## src/sv/pcred_pkg.sv

```systemverilog
// Package for the port change room event detector.
// Holds the shared constants and the transaction type that the top level hands to the
// event emitter. No dependencies.
package pcred_pkg;

  // Width of one port sample and of one indicator byte.
  localparam int unsigned BitsPerPort = 8;
  localparam int unsigned IdxW        = 3;
  localparam int unsigned RoomW       = 7;

  // Port field width and the indicator byte value after reset (all indicators dark).
  localparam int unsigned PortW       = 2;
  localparam logic [7:0]  LedResetVal = 8'hFF;

  // Everything the emitter needs to replay the events of one changed sample.
  typedef struct packed {
    logic [BitsPerPort-1:0] mask;      // changed bits still to be reported
    logic [BitsPerPort-1:0] sample;    // the new sample
    logic [RoomW-1:0]       room_base; // room number of bit 0, less one
    logic [BitsPerPort-1:0] led;       // updated indicator byte of the row
  } pcred_load_t;

  // One result transaction.
  typedef struct packed {
    logic [RoomW-1:0]       room;
    logic                   unlocked;
    logic [BitsPerPort-1:0] led_pattern;
    logic                   last;
  } pcred_event_t;

endpackage

```

## src/sv/pcred_if.sv

```systemverilog
// Valid/ready channel interfaces for the port change room event detector.
// Depends on nothing; widths follow the fixed field widths of the samples and events.
interface pcred_in_if;
  logic       valid;
  logic       ready;
  logic       row;
  logic [1:0] port;
  logic [7:0] sample;

  modport source (output valid, output row, output port, output sample, input ready);
  modport sink   (input valid, input row, input port, input sample, output ready);
endinterface

interface pcred_out_if;
  logic       valid;
  logic       ready;
  logic [6:0] room;
  logic       unlocked;
  logic [7:0] led_pattern;
  logic       last;

  modport source (output valid, output room, output unlocked, output led_pattern,
                  output last, input ready);
  modport sink   (input valid, input room, input unlocked, input led_pattern,
                  input last, output ready);
endinterface

```

## src/sv/port_change_room_event_detector_unit.sv

```systemverilog
// Top level of the port change room event detector.
// Depends on pcred_pkg, the channel interfaces in pcred_if.sv and the emitter pcred_emit.
//
// Channel   Direction  Payload                              Handshake
// in_ch_i   sink       row, port, sample                    valid / ready
// out_ch_o  source     room, unlocked, led_pattern, last    valid / ready
//
// A sample is compared with the stored one in the cycle it is accepted; the changed-bit
// mask goes to the emitter register, which sends one event per cycle unless stalled.
// An item therefore yields one event per changed bit (1 to 8), or none if nothing
// changed; the next sample is accepted in the cycle the last event is taken.
// Reset clears all stored samples to zero and all indicator bytes to 0xFF.
// A stalled output holds the current event; input ready then stays low.
module port_change_room_event_detector_unit
  import pcred_pkg::*;
#(
  parameter int unsigned PORTS_PER_ROW = 4,
  parameter int unsigned ROW_COUNT     = 2
) (
  input  logic        clk_i,
  input  logic        rst_ni,
  pcred_in_if.sink    in_ch_i,
  pcred_out_if.source out_ch_o
);

  localparam int unsigned Slots  = ROW_COUNT * PORTS_PER_ROW;
  localparam int unsigned SlotW  = (Slots > 1) ? $clog2(Slots) : 1;
  localparam int unsigned RowW   = (ROW_COUNT > 1) ? $clog2(ROW_COUNT) : 1;
  localparam logic [3:0]  PortLimit = 4'(PORTS_PER_ROW);
  localparam logic [3:0]  RowLimit  = 4'(ROW_COUNT);

  logic [BitsPerPort-1:0] prev_q [Slots];
  logic [BitsPerPort-1:0] led_q  [ROW_COUNT];

  logic                   accept, in_range, changed, free;
  logic [SlotW-1:0]       slot;
  logic [RowW-1:0]        row_idx;
  logic [BitsPerPort-1:0] diff, led_new;
  logic [PortW:0]         led_bit;
  pcred_load_t            load_data;
  pcred_event_t           ev;

  assign in_ch_i.ready = free;
  assign accept        = in_ch_i.valid && free;

  // Slot lookup and range checks for the incoming sample.
  assign in_range = ({3'b000, in_ch_i.row} < RowLimit) &&
                    ({2'b00, in_ch_i.port} < PortLimit);
  assign slot     = SlotW'(int'(in_ch_i.row) * PORTS_PER_ROW + int'(in_ch_i.port));
  assign row_idx  = RowW'(in_ch_i.row);
  assign diff     = in_range ? (prev_q[slot] ^ in_ch_i.sample) : '0;
  assign changed  = (diff != '0);

  // Indicator bit of the port is lit (cleared) while the sample is nonzero.
  assign led_bit = {in_ch_i.port, 1'b1};
  always_comb begin
    led_new = led_q[row_idx];
    led_new[led_bit] = (in_ch_i.sample == '0);
  end

  // Transaction for the emitter; an unchanged or out-of-range sample loads an empty mask.
  assign load_data.mask      = diff;
  assign load_data.sample    = in_ch_i.sample;
  assign load_data.room_base = RoomW'((int'(in_ch_i.row) * PORTS_PER_ROW
                                       + int'(in_ch_i.port)) * BitsPerPort);
  assign load_data.led       = led_new;

  // Stored samples and indicator bytes change only when a sample actually differs.
  always_ff @(posedge clk_i or negedge rst_ni) begin
    if (!rst_ni) begin
      for (int s = 0; s < Slots; s++) begin
        prev_q[s] <= '0;
      end
      for (int r = 0; r < ROW_COUNT; r++) begin
        led_q[r] <= LedResetVal;
      end
    end else if (accept && changed) begin
      prev_q[slot]   <= in_ch_i.sample;
      led_q[row_idx] <= led_new;
    end
  end

  pcred_emit u_emit (
    .clk_i       (clk_i),
    .rst_ni      (rst_ni),
    .load_i      (accept),
    .load_data_i (load_data),
    .free_o      (free),
    .ev_valid_o  (out_ch_o.valid),
    .ev_ready_i  (out_ch_o.ready),
    .ev_o        (ev)
  );

  // Result transaction onto the output channel.
  assign out_ch_o.room        = ev.room;
  assign out_ch_o.unlocked    = ev.unlocked;
  assign out_ch_o.led_pattern = ev.led_pattern;
  assign out_ch_o.last        = ev.last;

endmodule

```

## src/sv/pcred_emit.sv

```systemverilog
// Event emitter: holds the changed-bit mask of one sample and reports one event per cycle
// while the output is ready, lowest bit first. Depends on pcred_pkg.
module pcred_emit
  import pcred_pkg::*;
(
  input  logic         clk_i,
  input  logic         rst_ni,
  input  logic         load_i,
  input  pcred_load_t  load_data_i,
  output logic         free_o,
  output logic         ev_valid_o,
  input  logic         ev_ready_i,
  output pcred_event_t ev_o
);

  logic [BitsPerPort-1:0] mask_q, mask_rest;
  logic [BitsPerPort-1:0] sample_q;
  logic [RoomW-1:0]       base_q;
  logic [BitsPerPort-1:0] led_q;
  logic [IdxW-1:0]        idx;
  logic                   single;

  // Lowest pending bit; the loop runs high to low so the lowest set bit wins.
  always_comb begin
    idx = '0;
    for (int b = BitsPerPort - 1; b >= 0; b--) begin
      if (mask_q[b]) begin
        idx = IdxW'(b);
      end
    end
  end

  // Mask with its lowest bit removed, and whether that bit is the last one.
  assign mask_rest = mask_q & (mask_q - BitsPerPort'(1));
  assign single    = (mask_rest == '0);

  assign ev_valid_o         = (mask_q != '0);
  assign ev_o.room          = base_q + RoomW'(idx) + RoomW'(1);
  assign ev_o.unlocked      = sample_q[idx];
  assign ev_o.led_pattern   = led_q;
  assign ev_o.last          = single;

  // A new sample may be taken once the final pending event leaves in this cycle.
  assign free_o = !ev_valid_o || (ev_ready_i && single);

  // Pending mask: loaded on a new transaction, otherwise shrinks per delivered event.
  always_ff @(posedge clk_i or negedge rst_ni) begin
    if (!rst_ni) begin
      mask_q <= '0;
    end else if (load_i) begin
      mask_q <= load_data_i.mask;
    end else if (ev_valid_o && ev_ready_i) begin
      mask_q <= mask_rest;
    end
  end

  // Payload of the pending sample.
  always_ff @(posedge clk_i) begin
    if (load_i) begin
      sample_q <= load_data_i.sample;
      base_q   <= load_data_i.room_base;
      led_q    <= load_data_i.led;
    end
  end

endmodule
```

## src/flat_wrapper.sv

```systemverilog
// flat-port wrapper written by rule: the top's interface ports become plain ports
module port_change_room_event_detector_unit_flat import pcred_pkg::*;
#(
  parameter int unsigned PORTS_PER_ROW = 4,
  parameter int unsigned ROW_COUNT     = 2
)
  (clk_i, rst_ni, in_ch_i_valid, in_ch_i_row, in_ch_i_port, in_ch_i_sample, in_ch_i_ready, out_ch_o_valid, out_ch_o_room, out_ch_o_unlocked, out_ch_o_led_pattern, out_ch_o_last, out_ch_o_ready);
  pcred_in_if in_ch_i_i ();
  pcred_out_if out_ch_o_i ();
  input  logic clk_i;
  input  logic rst_ni;
  input wire logic [$bits(in_ch_i_i.valid)-1:0] in_ch_i_valid;
  input wire logic [$bits(in_ch_i_i.row)-1:0] in_ch_i_row;
  input wire logic [$bits(in_ch_i_i.port)-1:0] in_ch_i_port;
  input wire logic [$bits(in_ch_i_i.sample)-1:0] in_ch_i_sample;
  output wire logic [$bits(in_ch_i_i.ready)-1:0] in_ch_i_ready;
  output wire logic [$bits(out_ch_o_i.valid)-1:0] out_ch_o_valid;
  output wire logic [$bits(out_ch_o_i.room)-1:0] out_ch_o_room;
  output wire logic [$bits(out_ch_o_i.unlocked)-1:0] out_ch_o_unlocked;
  output wire logic [$bits(out_ch_o_i.led_pattern)-1:0] out_ch_o_led_pattern;
  output wire logic [$bits(out_ch_o_i.last)-1:0] out_ch_o_last;
  input wire logic [$bits(out_ch_o_i.ready)-1:0] out_ch_o_ready;
  assign in_ch_i_i.valid = in_ch_i_valid;
  assign in_ch_i_i.row = in_ch_i_row;
  assign in_ch_i_i.port = in_ch_i_port;
  assign in_ch_i_i.sample = in_ch_i_sample;
  assign in_ch_i_ready = in_ch_i_i.ready;
  assign out_ch_o_valid = out_ch_o_i.valid;
  assign out_ch_o_room = out_ch_o_i.room;
  assign out_ch_o_unlocked = out_ch_o_i.unlocked;
  assign out_ch_o_led_pattern = out_ch_o_i.led_pattern;
  assign out_ch_o_last = out_ch_o_i.last;
  assign out_ch_o_i.ready = out_ch_o_ready;
  port_change_room_event_detector_unit #(.PORTS_PER_ROW(PORTS_PER_ROW), .ROW_COUNT(ROW_COUNT)) u_core (.clk_i(clk_i), .rst_ni(rst_ni), .in_ch_i(in_ch_i_i), .out_ch_o(out_ch_o_i));
endmodule
```

## config.mk

```make
export PLATFORM = sky130hd
export DESIGN_NAME = port_change_room_event_detector_unit_flat
export DESIGN_NICKNAME = d
export VERILOG_FILES = /design/src/sv/pcred_pkg.sv /design/src/sv/pcred_if.sv /design/src/sv/port_change_room_event_detector_unit.sv /design/src/sv/pcred_emit.sv /design/src/flat_wrapper.sv
export SDC_FILE = /design/constraint.sdc
export NUM_CORES = 1
export LEC_CHECK = 0
export BUFFER_PORTS_ARGS = -buffer_cell sky130_fd_sc_hd__buf_4
export CELL_PAD_IN_SITES_DETAIL_PLACEMENT = 0
export CELL_PAD_IN_SITES_GLOBAL_PLACEMENT = 1
export CORE_UTILIZATION = 50
export CTS_BUF_LIST = sky130_fd_sc_hd__clkbuf_4 sky130_fd_sc_hd__clkbuf_8 sky130_fd_sc_hd__clkbuf_16
export CTS_CLUSTER_SIZE = 30
export DETAILED_ROUTE_END_ITERATION = 6
export MAX_ROUTING_LAYER = met4
export PLACE_DENSITY_LB_ADDON = 0.25
export SLEW_MARGIN = 30
export SYNTH_ARGS = -nofsm -noshare
export SYNTH_HDL_FRONTEND = slang
export SYNTH_SLANG_ARGS = --single-unit
```

## constraint.sdc

```tcl
create_clock -name clk_i -period 3.1 [get_ports clk_i]
set_clock_uncertainty 0.05 [all_clocks]
set_input_delay 0.62 -clock clk_i [delete_from_list [all_inputs] [get_ports clk_i]]
set_output_delay 0.62 -clock clk_i [all_outputs]
set_load 0.02 [all_outputs]
```

# Word-level counts from Yosys, hierarchy flattened
# Cells that the tools add are included.
[word_totals]
reg_bits = 108
latchBits = 0
mem_bits_rw = 0
rom_bits = 0
n_memories = 0
[op_classes]
add_sub_neg = 4
multipliers = 0
div_mod_pow = 0
order_cmp = 7
eq_ne = 0
n_shift = 0
mux = 27
bitwise = 4
n_reduce_logical = 14
[op_table]
columns = ["op", "n"]
rows = [
  ["$mux 8", 9],
  ["$bwmux 64", 1],
  ["$bmux 8 s3", 1],
  ["$demux 8 s3", 1],
  ["$mux 3", 8],
  ["$bwmux 16", 1],
  ["$logic_not 8->1", 2],
  ["$reduce_bool 8->1", 2],
  ["$and 8x8->8", 1],
  ["$bwmux 8", 1],
  ["$demux 8 s1", 1],
  ["$lt 3x4->1 const B", 2],
  ["$sub 8x1->8 const B", 1],
  ["$xor 8x8->8", 1],
  ["$add 7x1->7 const B", 1],
  ["$add 7x3->7", 1],
  ["$logic_and 1x1->1", 7],
  ["$add 3x2->4", 1],
  ["$ge 4x4->1 const B", 1],
  ["$lt 4x1->1 const B", 1],
  ["$not 3->4", 1],
  ["$bmux 1 s3", 1],
  ["$ge 3x1->1 const B", 1],
  ["$demux 1 s2", 1],
  ["7 further kinds", 8],
]

# Depth between registers and ports, before layout
# Gate-level depths: netlist (run 1).
[depth]
word_depth = 10
mapped_depth = 12

# Hierarchy
# From an unflattened synthesis (run 1), not the netlist that was laid out.
[hier_totals]
cells_unflattened = 416
hier_area_um2 = 5681.7
[by_module_without_submodules]
columns = ["mod", "n_inst", "cells_per_inst", "area_per_inst_um2"]
rows = [
  ["port_change_room_event_detector_unit", 1, 298, 4229.1],
  ["pcred_emit", 1, 118, 1452.6],
]

# Worst setup path before layout (run 1)
# Ideal clock, no wire load.
[synth_timing]
path_kind = "register to output"
start = "register u_core.u_emit.mask_q[6]"
end = "output port out_ch_o_unlocked"
arrival_time_ns = 2.324
t_required_ns = 2.430
setup_slack_ns = 0.106
stages_incl_launch_ff = 9
n_path_buf = 1
cell_sequence = "dfrtp_1 > clkbuf_1 > nand2b_1 > a21oi_1 > nor2_1 > nor2_1 > o21bai_1 > mux4_2 > mux2_2"
[synth_between]
elab_chain_cells = 9
[synth_rtl]
columns = ["item", "line", "rtl"]
rows = [
  ["start: declaration", "pcred_emit.sv:16", "logic [BitsPerPort-1:0] mask_q, mask_rest;"],
  ["start signal: assignment", "pcred_emit.sv:51", "mask_q <= load_data_i.mask;"],
  ["start signal: assignment", "pcred_emit.sv:53", "mask_q <= mask_rest;"],
  ["$mux 3 (7 in a row)", "pcred_emit.sv:27", "if (mask_q[b]) begin"],
  ["$bmux 1 s3", "pcred_emit.sv:39", "assign ev_o.unlocked = sample_q[idx];"],
  ["$mux 1 (not written as such)", "pcred_emit.sv:39", ""],
  ["end: declaration", "flat_wrapper.sv:19", "output wire logic [$bits(out_ch_o_i.unlocked)-1:0] out_ch_o_unlocked;"],
]
# No other way between the ends. The select of a mux whose other input is x is not followed.

# Worst setup path after layout (run 1)
[layout_timing]
start = "register u_core.u_emit.mask_q[6]"
end = "output port out_ch_o_room[5]"
[layout_between]
elab_chain_cells = 9
[layout_rtl]
columns = ["item", "line", "rtl"]
rows = [
  ["$mux 3 (7 in a row)", "pcred_emit.sv:27", ""],
  ["$add 7x3->7", "pcred_emit.sv:38", "assign ev_o.room = base_q + RoomW'(idx) + RoomW'(1);"],
  ["$add 7x1->7", "pcred_emit.sv:38", ""],
  ["end: declaration", "flat_wrapper.sv:18", "output wire logic [$bits(out_ch_o_i.room)-1:0] out_ch_o_room;"],
]
# No other way between the ends.

==> results of run 1 <==
==> sequential cells by signal (all words and copies together), names as in the netlist <==
name / count
u_core.led_q: 16
u_core.prev_q: 64
u_core.u_emit.base_q: 3
u_core.u_emit.led_q: 8
u_core.u_emit.mask_q: 8
u_core.u_emit.sample_q: 8
==> cell type report <==
type                    count  area (µm²)
clock buffers               9       123.9
repair buffers             80       645.6
inverters                   7       28.78
well taps                 133       166.4
fillers                   781        3874
multi-input cells         248        2160
clock inverters             7       68.82
flip-flops and latches    107        2798
==> metal layers <==
metal / vias to the layer above / global-route usage [%]
met5: - / -
met4: 0 / 8.017
met3: 17 / 5.017
met2: 74 / 35.49
met1: 1626 / 30.85
li1: 1552 / -
==> worst reg2reg max path: cells and delay by family, from the launching register on <==
family	cells	cell delay, ns
and+or+nand+nor	3	0.89
AOI/OAI and AO/OA	2	0.80
DFF	1	0.39
muxes	1	0.35
buffers and inverters	2	0.28
==> power groups by stage <==
stage | Combinational (mW) | Clock [mW] | Sequential, mW
5_1_grt | 2.41 | 0.915 | 2.38
4_1_cts | 2.09 | 0.854 | 2.31
6_report | 2.20 | 0.824 | 2.31
3_5_place_dp | 2.04 | 0 | 2.34
2_1_floorplan | 1.38 | 0 | 2.27
3_3_place_gp | 2.00 | 0 | 2.31
==> cells by family after synthesis <==
| family | after synthesis | share of synthesized area [%] |
|---|---|---|
| AOI/OAI and AO/OA | 58 | 8.658 |
| xor gates and xnor gates | 12 | 2.054 |
| buffers and inverters | 43 | 3.889 |
| and+or+nand+nor | 66 | 6.408 |
| DFF | 107 | 54.59 |
| muxes | 110 | 23.97 |
| adders and majority gates | 2 | 0.4402 |
==> final timing paths <==
| path | from | end | slack, ns | cells after the start |
|---|---|---|---|---|
| max reg2reg | u_core.u_emit.mask_q[6] | u_core.prev_q[52] | 0.22 | 8 |
| min | rst_ni | u_core.prev_q[14] | 0.25 | 1 |
| min reg2reg | u_core.led_q[2] | u_core.led_q[2] | 0.32 | 0 |
| min in group clk_i | u_core.led_q[2] | u_core.led_q[2] | 0.32 | 0 |
| max in group asynchronous | rst_ni | u_core.u_emit.mask_q[4] | 2.16 | 1 |
| max | u_core.u_emit.mask_q[6] | out_ch_o_room[5] | 0.14 | 10 |
==> per-stage QoR <==
| stage | TNS, ns | hold WS, ns | cell area [µm²] | setup slack (ns) |
|---|---|---|---|---|
| 2_1_floorplan | 0 | 0.2744 | 5116 | 0.1057 |
| 3_3_place_gp | -4.485 | 0.3057 | 5688 | -0.1347 |
| 3_5_place_dp | -6.763 | 0.3066 | 5692 | -0.1832 |
| 4_1_cts | 0 | 0.2793 | 5907 | 0.0009899 |
| 5_1_grt | 0 | 0.3071 | 5991 | 0.001272 |
| 6_report | 0 | 0.2507 | 5991 | 0.1390 |
==> cells in the mapped netlist (2+ instances only) <==
library cell	instances
xor2_1	8
a22oi_1	7
mux2i_1	28
a211o_1	2
nor4_1	5
clkbuf_1	22
a22o_1	2
o21ai_0	18
a221oi_1	3
xnor2_1	4
buf_2	6
a211oi_2	3
buf_4	4
nand3_1	9
nor2b_1	3
nor3_1	3
dfstp_2	16
buf_1	2
o31ai_1	2
or3_1	2
nand2_1	16
nand3b_1	4
a21oi_1	6
edfxtp_1	19
nand2b_1	4
mux4_2	2
and4_1	2
mux2_2	80
dfrtp_1	72
nor2_1	16
inv_1	7
buf_6	2
a2111o_1	3
==> repair_timing <==
item,in CTS,in global routing
hold buffers,0,0
gates resized for setup,3,12
setup buffers,2,6
setup endpoints to repair,2,7
pin swaps,1,5
==> results.py, run 1 <==
metrics = {
    "status": {
        "status": "completed",
    },
    "setup_path": {
        "cpPeakStageDelay_ns": 0.39,
        "cp.arrival_ns": 2.29,
        "cp.required_ns": 2.43,
        "crit_family": "simple AND/OR/NAND/NOR gates",
        "criticalPathCategory": "flip-flop to output port",
        "crit_path_top_delay_cell": "dfrtp_1",
        "critical_path_buf_inv_count": 3,
        "worst_setup_path_end_kind": "output port",
        "crit_top_cell": "buf_4",
        "cp-start-kind": "flip-flop",
        "path_cells": "nand2b_4, a21oi_2, nor2_1, nor2_1, o21bai_2, buf_4, buf_4, nor4_1, xor2_1, buf_4",
        "crit_fanout": 4,
    },
    "yosys": {
        "yosys_warnings": 0,
        "synth_flop_cell": "dfrtp_1",
        "syn_nets": 414,
        "synthArstFlopShare_pct": 82.24,
        "ys_seq_area_share_pct": 54.59,
        "yosys-top-cells-area": "dfrtp_1 (35%), mux2_2 (18%), edfxtp_1 (11%)",
        "synth_cell_types": 49,
        "synth-edff-count": 19,
        "netlist.top_cell.by_area": "dfrtp_1",
        "synthCells": 398,
        "ys_ff_latch": 107,
        "syn_area_per_cell_um2": 12.85,
        "netlist_area_um2": 5116,
        "synth_top_area_share_pct": 35.22,
    },
    "floorplanning": {
        "rows": 36,
        "fp.dieH_um": 103.2,
        "design.core.area_um2": 9864,
        "die_w_um": 103.2,
        "die_area_um2": 10640,
        "io_pins": 34,
        "start_util_pct": 51.86,
    },
    "sta": {
        "rsz0062_at_grt": "false",
        "relSlewSlack_pct": 47.13,
        "finalCritPeriodShare_pct": 95.52,
        "tightestPinTransition_ns": 0.7931,
        "fmax_mhz": 337.7,
        "setup_viol": 0,
        "finalHoldViolCount": 0,
        "maxSlewViolCount": 0,
        "min_period_ns": 2.961,
    },
    "place": {
        "dp_hpwl_um": 7829,
        "numPortBuffers": 33,
        "numPlacedInstances": 567,
        "gp_congestion": 0.8327,
    },
    "clock_tree": {
        "cts_buffers": 9,
        "cts_tree": "built",
        "clkSlewWorstSetupHoldPaths_ns": 0.11,
        "htreeDepth": 3,
        "cts_root_buf": "clkbuf_8",
        "clock_latency_ns": 0.37,
        "cts_buffer_depth": 2,
        "cts_sinks": 107,
    },
    "routing": {
        "drc_errors": 0,
        "vias_per_cell": 5.531,
        "wl_met3_um": 445,
        "drt_first_pass_iters": 4,
        "met1Wirelength_um": 5171,
        "wire_per_inst_um": 18.46,
        "ant_nets": 0,
        "num_vias": 3269,
        "routed_wirelength_um": 10910,
        "highest_layer": "met4",
        "route.met2.wl_um": 5056,
        "drtIter0Drc": 173,
    },
    "power_and_ir_drop": {
        "p_per_area_nw_per_um2": 891.8,
        "p_sw_share_pct": 34.74,
        "p_comb_share_pct": 41.3,
        "cellLeakagePower_nw": 2.621,
        "switchingPower_mw": 1.856,
        "fin_total_pwr_mw": 5.343,
        "p_int_mw": 3.487,
        "ir_worst_vdd_uv": 489.7,
        "power_frac_seq_pct": 43.3,
        "p_clk_share_pct": 15.4,
    },
    "global_route": {
        "antenna_found_initial": 0,
        "grt_max_degree": 89,
        "grt_overflow": 0,
        "grt_pass1_vias": 3251,
        "grt_pass1_wl_um": 17430,
        "grt_usage_pct": 23.26,
    },
    "finish": {
        "nets": 469,
        "final_core_util_pct": 60.73,
        "stdcell_count": 591,
        "mostFrequentLayoutCells": "mux2_2 (80), buf_4 (75), dfrtp_1 (68)",
        "final_common_cell": "mux2_2",
        "drive_above_1_share_pct": 46.07,
        "area_growth_syn_to_layout_pct": 17.09,
        "antennaDiodeCount": 0,
    },
    "flow_run": {
        "maxCapViolCount": 0,
    },
    "min_path": {
        "hp-class": "primary input to async pin",
    },
}
Note: power is estimated with default switching activity, not from simulation.
==> inputs of run 2 (changes only) <==
ABC_CLOCK_PERIOD_IN_PS = 3100   (was default)
CORE_ASPECT_RATIO = 0.6   (was default)
==> results.py, run 2 (synthesized netlist as in run 1, its figures left out) <==
metrics = {
    "finish": {
        "largestRegisters": "u_core.prev_q x64, u_core.led_q x16",
        "final_common_cell": "mux2_2",
        "mostFrequentLayoutCells": "mux2_2 (80), dfrtp_1 (70), buf_4 (68)",
        "drive_above_1_share_pct": 44.47,
        "nets": 463,
        "area_growth_syn_to_layout_pct": 18.02,
        "top_register": "u_core.prev_q",
        "final_cell_area_um2": 6038,
        "largest_reg_flops": 64,
    },
    "sta": {
        "finalSetupTns_ns": 0,
        "hold_ws_ns": 0.2884,
        "tightestPinTransition_ns": 0.7886,
        "setup_viol": 0,
        "finalHoldViolCount": 0,
        "fmax_mhz": 327.7,
        "relSlewSlack_pct": 47.43,
        "min_period_ns": 3.052,
        "finalCritPeriodShare_pct": 98.44,
        "rsz0062_at_grt": "true",
        "maxSlewViolCount": 0,
    },
    "place": {
        "placed_area_um2": 5734,
        "numPortBuffers": 33,
        "gp_congestion": 0.8931,
        "dp_hpwl_um": 8603,
    },
    "clock_tree": {
        "cts_buffers": 9,
        "cts_root_buf": "clkbuf_16",
        "cts_buffer_depth": 2,
        "cts_tree": "built",
        "cts.hold.buffers_added": 0,
        "clkSlewWorstSetupHoldPaths_ns": 0.07,
        "cts_sinks": 107,
        "clock_latency_ns": 0.35,
        "htreeDepth": 3,
    },
    "routing": {
        "routed_wirelength_um": 12200,
        "drt_first_pass_iters": 4,
        "num_vias": 3355,
        "vias_per_cell": 5.706,
        "drc_errors": 0,
        "wire_per_inst_um": 20.74,
        "ant_nets": 0,
        "drtIter0Drc": 305,
    },
    "setup_path": {
        "cp-start-kind": "flip-flop",
        "r2r-start": "u_core.u_emit.mask_q[1]",
        "cpPeakStageDelay_ns": 0.54,
        "r2r_end": "u_core.prev_q[28]",
        "r2r_cells": 7,
        "crit_end": "out_ch_o_unlocked",
        "crit_start": "u_core.u_emit.mask_q[7]",
        "criticalPathCategory": "flip-flop to output port",
        "r2r_slack_ns": 0.25,
        "path_cells": "nand2b_1, a21oi_2, nor2_1, nor2_1, o21bai_2, mux4_2, mux2_2, buf_4",
        "cp.arrival_ns": 2.38,
        "crit_fanout": 8,
        "crit_path_top_delay_cell": "mux4_2",
        "crit_top_cell": "nor2_1",
        "cp.required_ns": 2.43,
        "worst_setup_path_end_kind": "output port",
    },
    "power_and_ir_drop": {
        "p_per_area_nw_per_um2": 929.6,
        "cellLeakagePower_nw": 2.650,
        "fin_total_pwr_mw": 5.613,
        "ir_worst_vdd_uv": 420.5,
    },
    "global_route": {
        "grt_max_degree": 89,
        "grt_overflow": 0,
        "antenna_found_initial": 1,
        "grt_pass1_wl_um": 19110,
        "grt_pass1_vias": 3303,
        "grt_usage_pct": 25.51,
    },
    "floorplanning": {
        "io_pins": 34,
        "die_w_um": 132.6,
        "die_area_um2": 10650,
        "start_util_pct": 51.60,
        "fp.dieH_um": 80.36,
        "design.core.area_um2": 9915,
        "rows": 28,
    },
    "status": {
        "status": "completed",
    },
    "min_path": {
        "hp-class": "primary input to async pin",
    },
    "flow_run": {
        "maxCapViolCount": 0,
    },
}
## run 2: layout make-up
type | count | area [µm²]
Sequential cell | 107 | 2795
Antenna cell | 1 | 2.502
Multi-Input combinational cell | 248 | 2136
Fill cell | 773 | 3876
Clock inverter | 6 | 55.05
Timing Repair Buffer | 74 | 621.8
Clock buffer | 10 | 232.7
Tap cell | 135 | 168.9
Inverter | 7 | 26.28
## run 2: metrics by stage
step / util [%] / instances / setup WS (ns)
after floorplan: - / 398 / 0.1057
after global placement: 57.80 / 571 / -0.2040
after detailed placement: 57.84 / 571 / -0.2336
after CTS: 60.80 / 587 / 0.008219
after global routing: 60.90 / 588 / -0.01312
final: 60.90 / 588 / 0.04825
## run 2: critical path, delay by kind of cell, from the launching register on
kind,cells,cell delay (ns)
mux,2,0.82
flops,1,0.45
compound gates,2,0.33
buf+inv,1,0.16
simple gates,3,0.28
## run 2: report_power, final
| part | internal (mW) | switching (mW) | total, mW | leakage (nW) |
|---|---|---|---|---|
| Sequential | 2.01 | 0.329 | 2.34 | 1.25 |
| Combinational | 1.08 | 1.09 | 2.17 | 1.25 |
| Clock | 0.572 | 0.534 | 1.11 | 0.143 |
## run 2: worst min-delay path by stage
stage                        endpoint             from  slack (ns)  depth (start not counted)
floorplan            u_core.prev_q[0]           rst_ni        0.27                          0
global placement      u_core.led_q[6]  u_core.led_q[6]        0.31                          0
detailed placement    u_core.led_q[4]  u_core.led_q[4]        0.31                          0
CTS                 u_core.prev_q[22]           rst_ni        0.32                          1
global route          u_core.led_q[6]  u_core.led_q[6]        0.32                          0
finish              u_core.prev_q[22]           rst_ni        0.29                          1
## run 2: per-layer routing
layer / global-route usage (%) / vias up / share of wire, %
li1: - / 1541 / -
met1: 37.99 / 1710 / 51
met2: 35.05 / 97 / 41
met3: 5.429 / 7 / 7.2
met4: 6.437 / 0 / 0.87
met5: - / - / 0
## run 2: timing repair
action,4_1_cts,5_1_grt
setup buffers,0,0
resized for setup,4,3
endpoints found under the setup margin,3,10
pin swaps,1,1
==> inputs of run 3 (changes only) <==
--- a/config.mk
+++ b/config.mk
@@ -20,3 +20,4 @@
 export SYNTH_ARGS = -nofsm -noshare
 export SYNTH_HDL_FRONTEND = slang
+export SYNTH_HIERARCHICAL = 1
 export SYNTH_SLANG_ARGS = --single-unit
==> constraint.sdc (replaced) <==
create_clock -name clk_i -period 3.1 [get_ports clk_i]
set_clock_uncertainty 0.05 [all_clocks]
set_input_delay 0.155 -clock clk_i [delete_from_list [all_inputs] [get_ports clk_i]]
set_output_delay 0.155 -clock clk_i [all_outputs]
set_load 0.02 [all_outputs]
==> results.py, run 3 <==
metrics = {
    "status": {
        "status": "completed",
    },
    "sta": {
        "fmax_mhz": 329.3,
        "finalHoldViolCount": 0,
        "rsz0062_at_grt": "true",
        "min_period_ns": 3.036,
        "maxSlewViolCount": 0,
        "finalCritPeriodShare_pct": 97.95,
        "setup_viol": 0,
    },
    "power_and_ir_drop": {
        "p_int_mw": 4.141,
        "fin_total_pwr_mw": 6.484,
        "switchingPower_mw": 2.344,
        "p_comb_share_pct": 44.3,
        "p_sw_share_pct": 36.15,
        "p_per_area_nw_per_um2": 997.0,
        "ir_worst_vdd_uv": 467.5,
        "power_frac_seq_pct": 37.8,
        "p_clk_share_pct": 17.9,
        "cellLeakagePower_nw": 2.945,
    },
    "global_route": {
        "grt_pass1_vias": 3493,
        "grt_overflow": 0,
        "antenna_found_initial": 0,
        "grt_pass1_wl_um": 20330,
        "grt_max_degree": 36,
        "grt_usage_pct": 24.03,
    },
    "finish": {
        "mostFrequentLayoutCells": "dfrtp_1 (71), buf_4 (54), mux2_4 (43)",
        "nets": 477,
        "largestRegisters": "u_core/prev_q x64, u_core/led_q x16",
        "antennaDiodeCount": 0,
        "final_core_util_pct": 60.15,
        "top_register": "u_core/prev_q",
        "largest_reg_flops": 64,
        "final_common_cell": "dfrtp_1",
        "drive_above_1_share_pct": 38.66,
        "area_growth_syn_to_layout_pct": 14.47,
        "fillCellCount": 876,
    },
    "setup_path": {
        "crit_top_cell": "nor3_1",
        "cp-start-kind": "flip-flop",
        "cp.required_ns": 3.28,
        "criticalPathCategory": "flip-flop to flip-flop",
        "r2r_cells": 9,
        "worst_setup_path_end_kind": "flip-flop",
        "critical_path_buf_inv_count": 1,
        "crit_fanout": 9,
        "crit_path_top_delay_cell": "or4_4",
        "r2r_end": "u_core/prev_q[34]",
        "cp.arrival_ns": 3.22,
        "cpPeakStageDelay_ns": 0.52,
        "r2r-start": "u_core/u_emit/mask_q[0]",
        "crit_family": "simple AND/OR/NAND/NOR gates",
        "r2r_slack_ns": 0.06,
        "path_cells": "or4_4, nor3_1, o22a_1, a22o_1, nand2_1, nor3_1, o21ai_4, buf_12, mux2_1",
    },
    "floorplanning": {
        "fp.dieH_um": 84.57,
        "die_area_um2": 11810,
        "start_util_pct": 52.55,
        "rows": 29,
        "design.core.area_um2": 10810,
        "io_pins": 34,
        "die_w_um": 139.6,
    },
    "yosys": {
        "synth-simple-area-share_pct": 6.893,
        "synth-compound-area-share_pct": 9.689,
        "synth_top_area_share_pct": 31.71,
        "synth.most_common_cell": "dfrtp_1",
        "synth_top_family_by_area": "multiplexers",
        "synth_cell_types": 59,
        "synthXorXnorAreaFrac_pct": 1.542,
        "yosys-top-cells-area": "dfrtp_1 (32%), edfxtp_1 (12%), mux2_4 (11%)",
        "synth_common_cells": "dfrtp_1 (72), mux2_4 (43), mux2_1 (37)",
        "netlist_area_um2": 5682,
        "ys_seq_area_share_pct": 51.27,
        "netlist.top_cell.by_area": "dfrtp_1",
        "syn_area_per_cell_um2": 13.66,
        "synth_flop_cell": "dfrtp_1",
        "synth_mux_area_share_pct": 24.69,
        "synthCells": 416,
        "synth-edff-count": 23,
        "synth_fa_ha_area_share_pct": 1.365,
        "yosys_warnings": 6,
        "ys_ff_latch": 111,
        "synthArstFlopShare_pct": 79.28,
    },
    "clock_tree": {
        "htreeDepth": 3,
        "cts_tree": "built",
        "cts_buffers": 9,
        "cts_sinks": 111,
        "cts_root_buf": "clkbuf_16",
        "clock_latency_ns": 0.36,
        "cts_buffer_depth": 2,
        "clkSlewWorstSetupHoldPaths_ns": 0.07,
        "post_cts_buffers": 0,
    },
    "routing": {
        "wire_per_inst_um": 20.55,
        "ant_nets": 0,
        "drc_errors": 0,
        "routed_wirelength_um": 12370,
        "vias_per_cell": 5.650,
        "drtIter0Drc": 251,
        "drt_first_pass_iters": 4,
        "num_vias": 3401,
    },
    "place": {
        "gp_congestion": 0.8520,
        "dp_hpwl_um": 8851,
        "numPortBuffers": 33,
    },
    "min_path": {
        "holdPathEnd": "u_core/u_emit/sample_q[3]",
        "hp-class": "primary input to flip-flop",
        "holdPathStages": 1,
        "hold_start": "in_ch_i_sample[3]",
    },
    "flow_run": {
        "maxCapViolCount": 0,
    },
}
run 3: changes by cell type in the layout (fill, tap and decap cells not counted), moves of 12 or more:
cell / previous run / this run
mux2_2: 80 / 16
buf_4: 68 / 54
mux2_1: 0 / 37
mux2_4: 0 / 43
mux2i_1: 28 / 16
run 3: worst max-delay path by stage:
stage                            startpoint                 to  slack (ns)  cells after the start
floorplan           u_core/u_emit/mask_q[1]    u_core/led_q[1]        0.20                      9
global placement            in_ch_i_port[0]  u_core/prev_q[49]       -0.02                      8
detailed placement          in_ch_i_port[0]  u_core/prev_q[49]       -0.05                      8
CTS                 u_core/u_emit/mask_q[2]   out_ch_o_room[6]        0.01                      9
global route        u_core/u_emit/mask_q[0]  u_core/prev_q[27]       -0.04                      9
finish              u_core/u_emit/mask_q[0]  u_core/prev_q[34]        0.06                      9
run 3: what timing repair did:
item,4_1_cts,5_1_grt
gates resized for setup,0,6
hold buffers,2,0
endpoints found under the setup margin,0,31
endpoints found under the hold margin,27,0
run 3: layout make-up:
type / instances / area [µm²] / share of cell area [%]
multi-input cells: 265 / 2541 / 39.07
clock buffers: 9 / 225.2 / 3.463
flip-flops and latches: 111 / 2914 / 44.81
inverters: 10 / 41.29 / 0.6349
well taps: 139 / 173.9 / 2.674
repair buffers: 61 / 525.5 / 8.080
clock inverters: 7 / 82.58 / 1.270
run 3: logic make-up (layout without fill, tap and decap cells):
kind of cell               count (synthesis)  count (layout)
buffers and inverters                     43              87
adders and majority gates                  6               6
xor gates and xnor gates                  10              10
other                                      1               4
AOI/OAI and AO/OA                         61              61
muxes                                    112             112
and+or+nand+nor                           72              72
DFF                                      111             111
run 3: stage by stage:
stage               instance area (µm²)  setup WS [ns]  TNS (ns)  instances  hold WS [ns]
global placement                   6158       -0.01973   -0.1183        584       0.05763
finish                             6504        0.06360         0        602       0.03762
floorplan                          5697         0.1963         0        419       -0.1906
detailed placement                 6158       -0.04618   -0.3269        584       0.07289
global route                       6504       -0.04455   -0.5314        602       0.03781
CTS                                6486        0.01404         0        602       0.02791
run 3: power by group through the flow:
stage	sequential, mW	combinational [mW]	clock, mW
floorplan	2.38	2.01	0
global placement	2.44	2.80	0
detailed placement	2.46	2.85	0
CTS	2.44	2.87	1.19
global route	2.52	3.10	1.25
finish	2.45	2.87	1.16
run 3: routing by layer:
metal  wire [µm]  vias to the layer above  track usage (%)  part of all wire, %
li1            -                     1599                -                    -
met1        6492                     1736            36.98                   52
met2        5049                       54            30.65                   41
met3         677                       12            5.876                  5.5
met4         153                        0            6.693                  1.2
met5           0                        -                -                    0
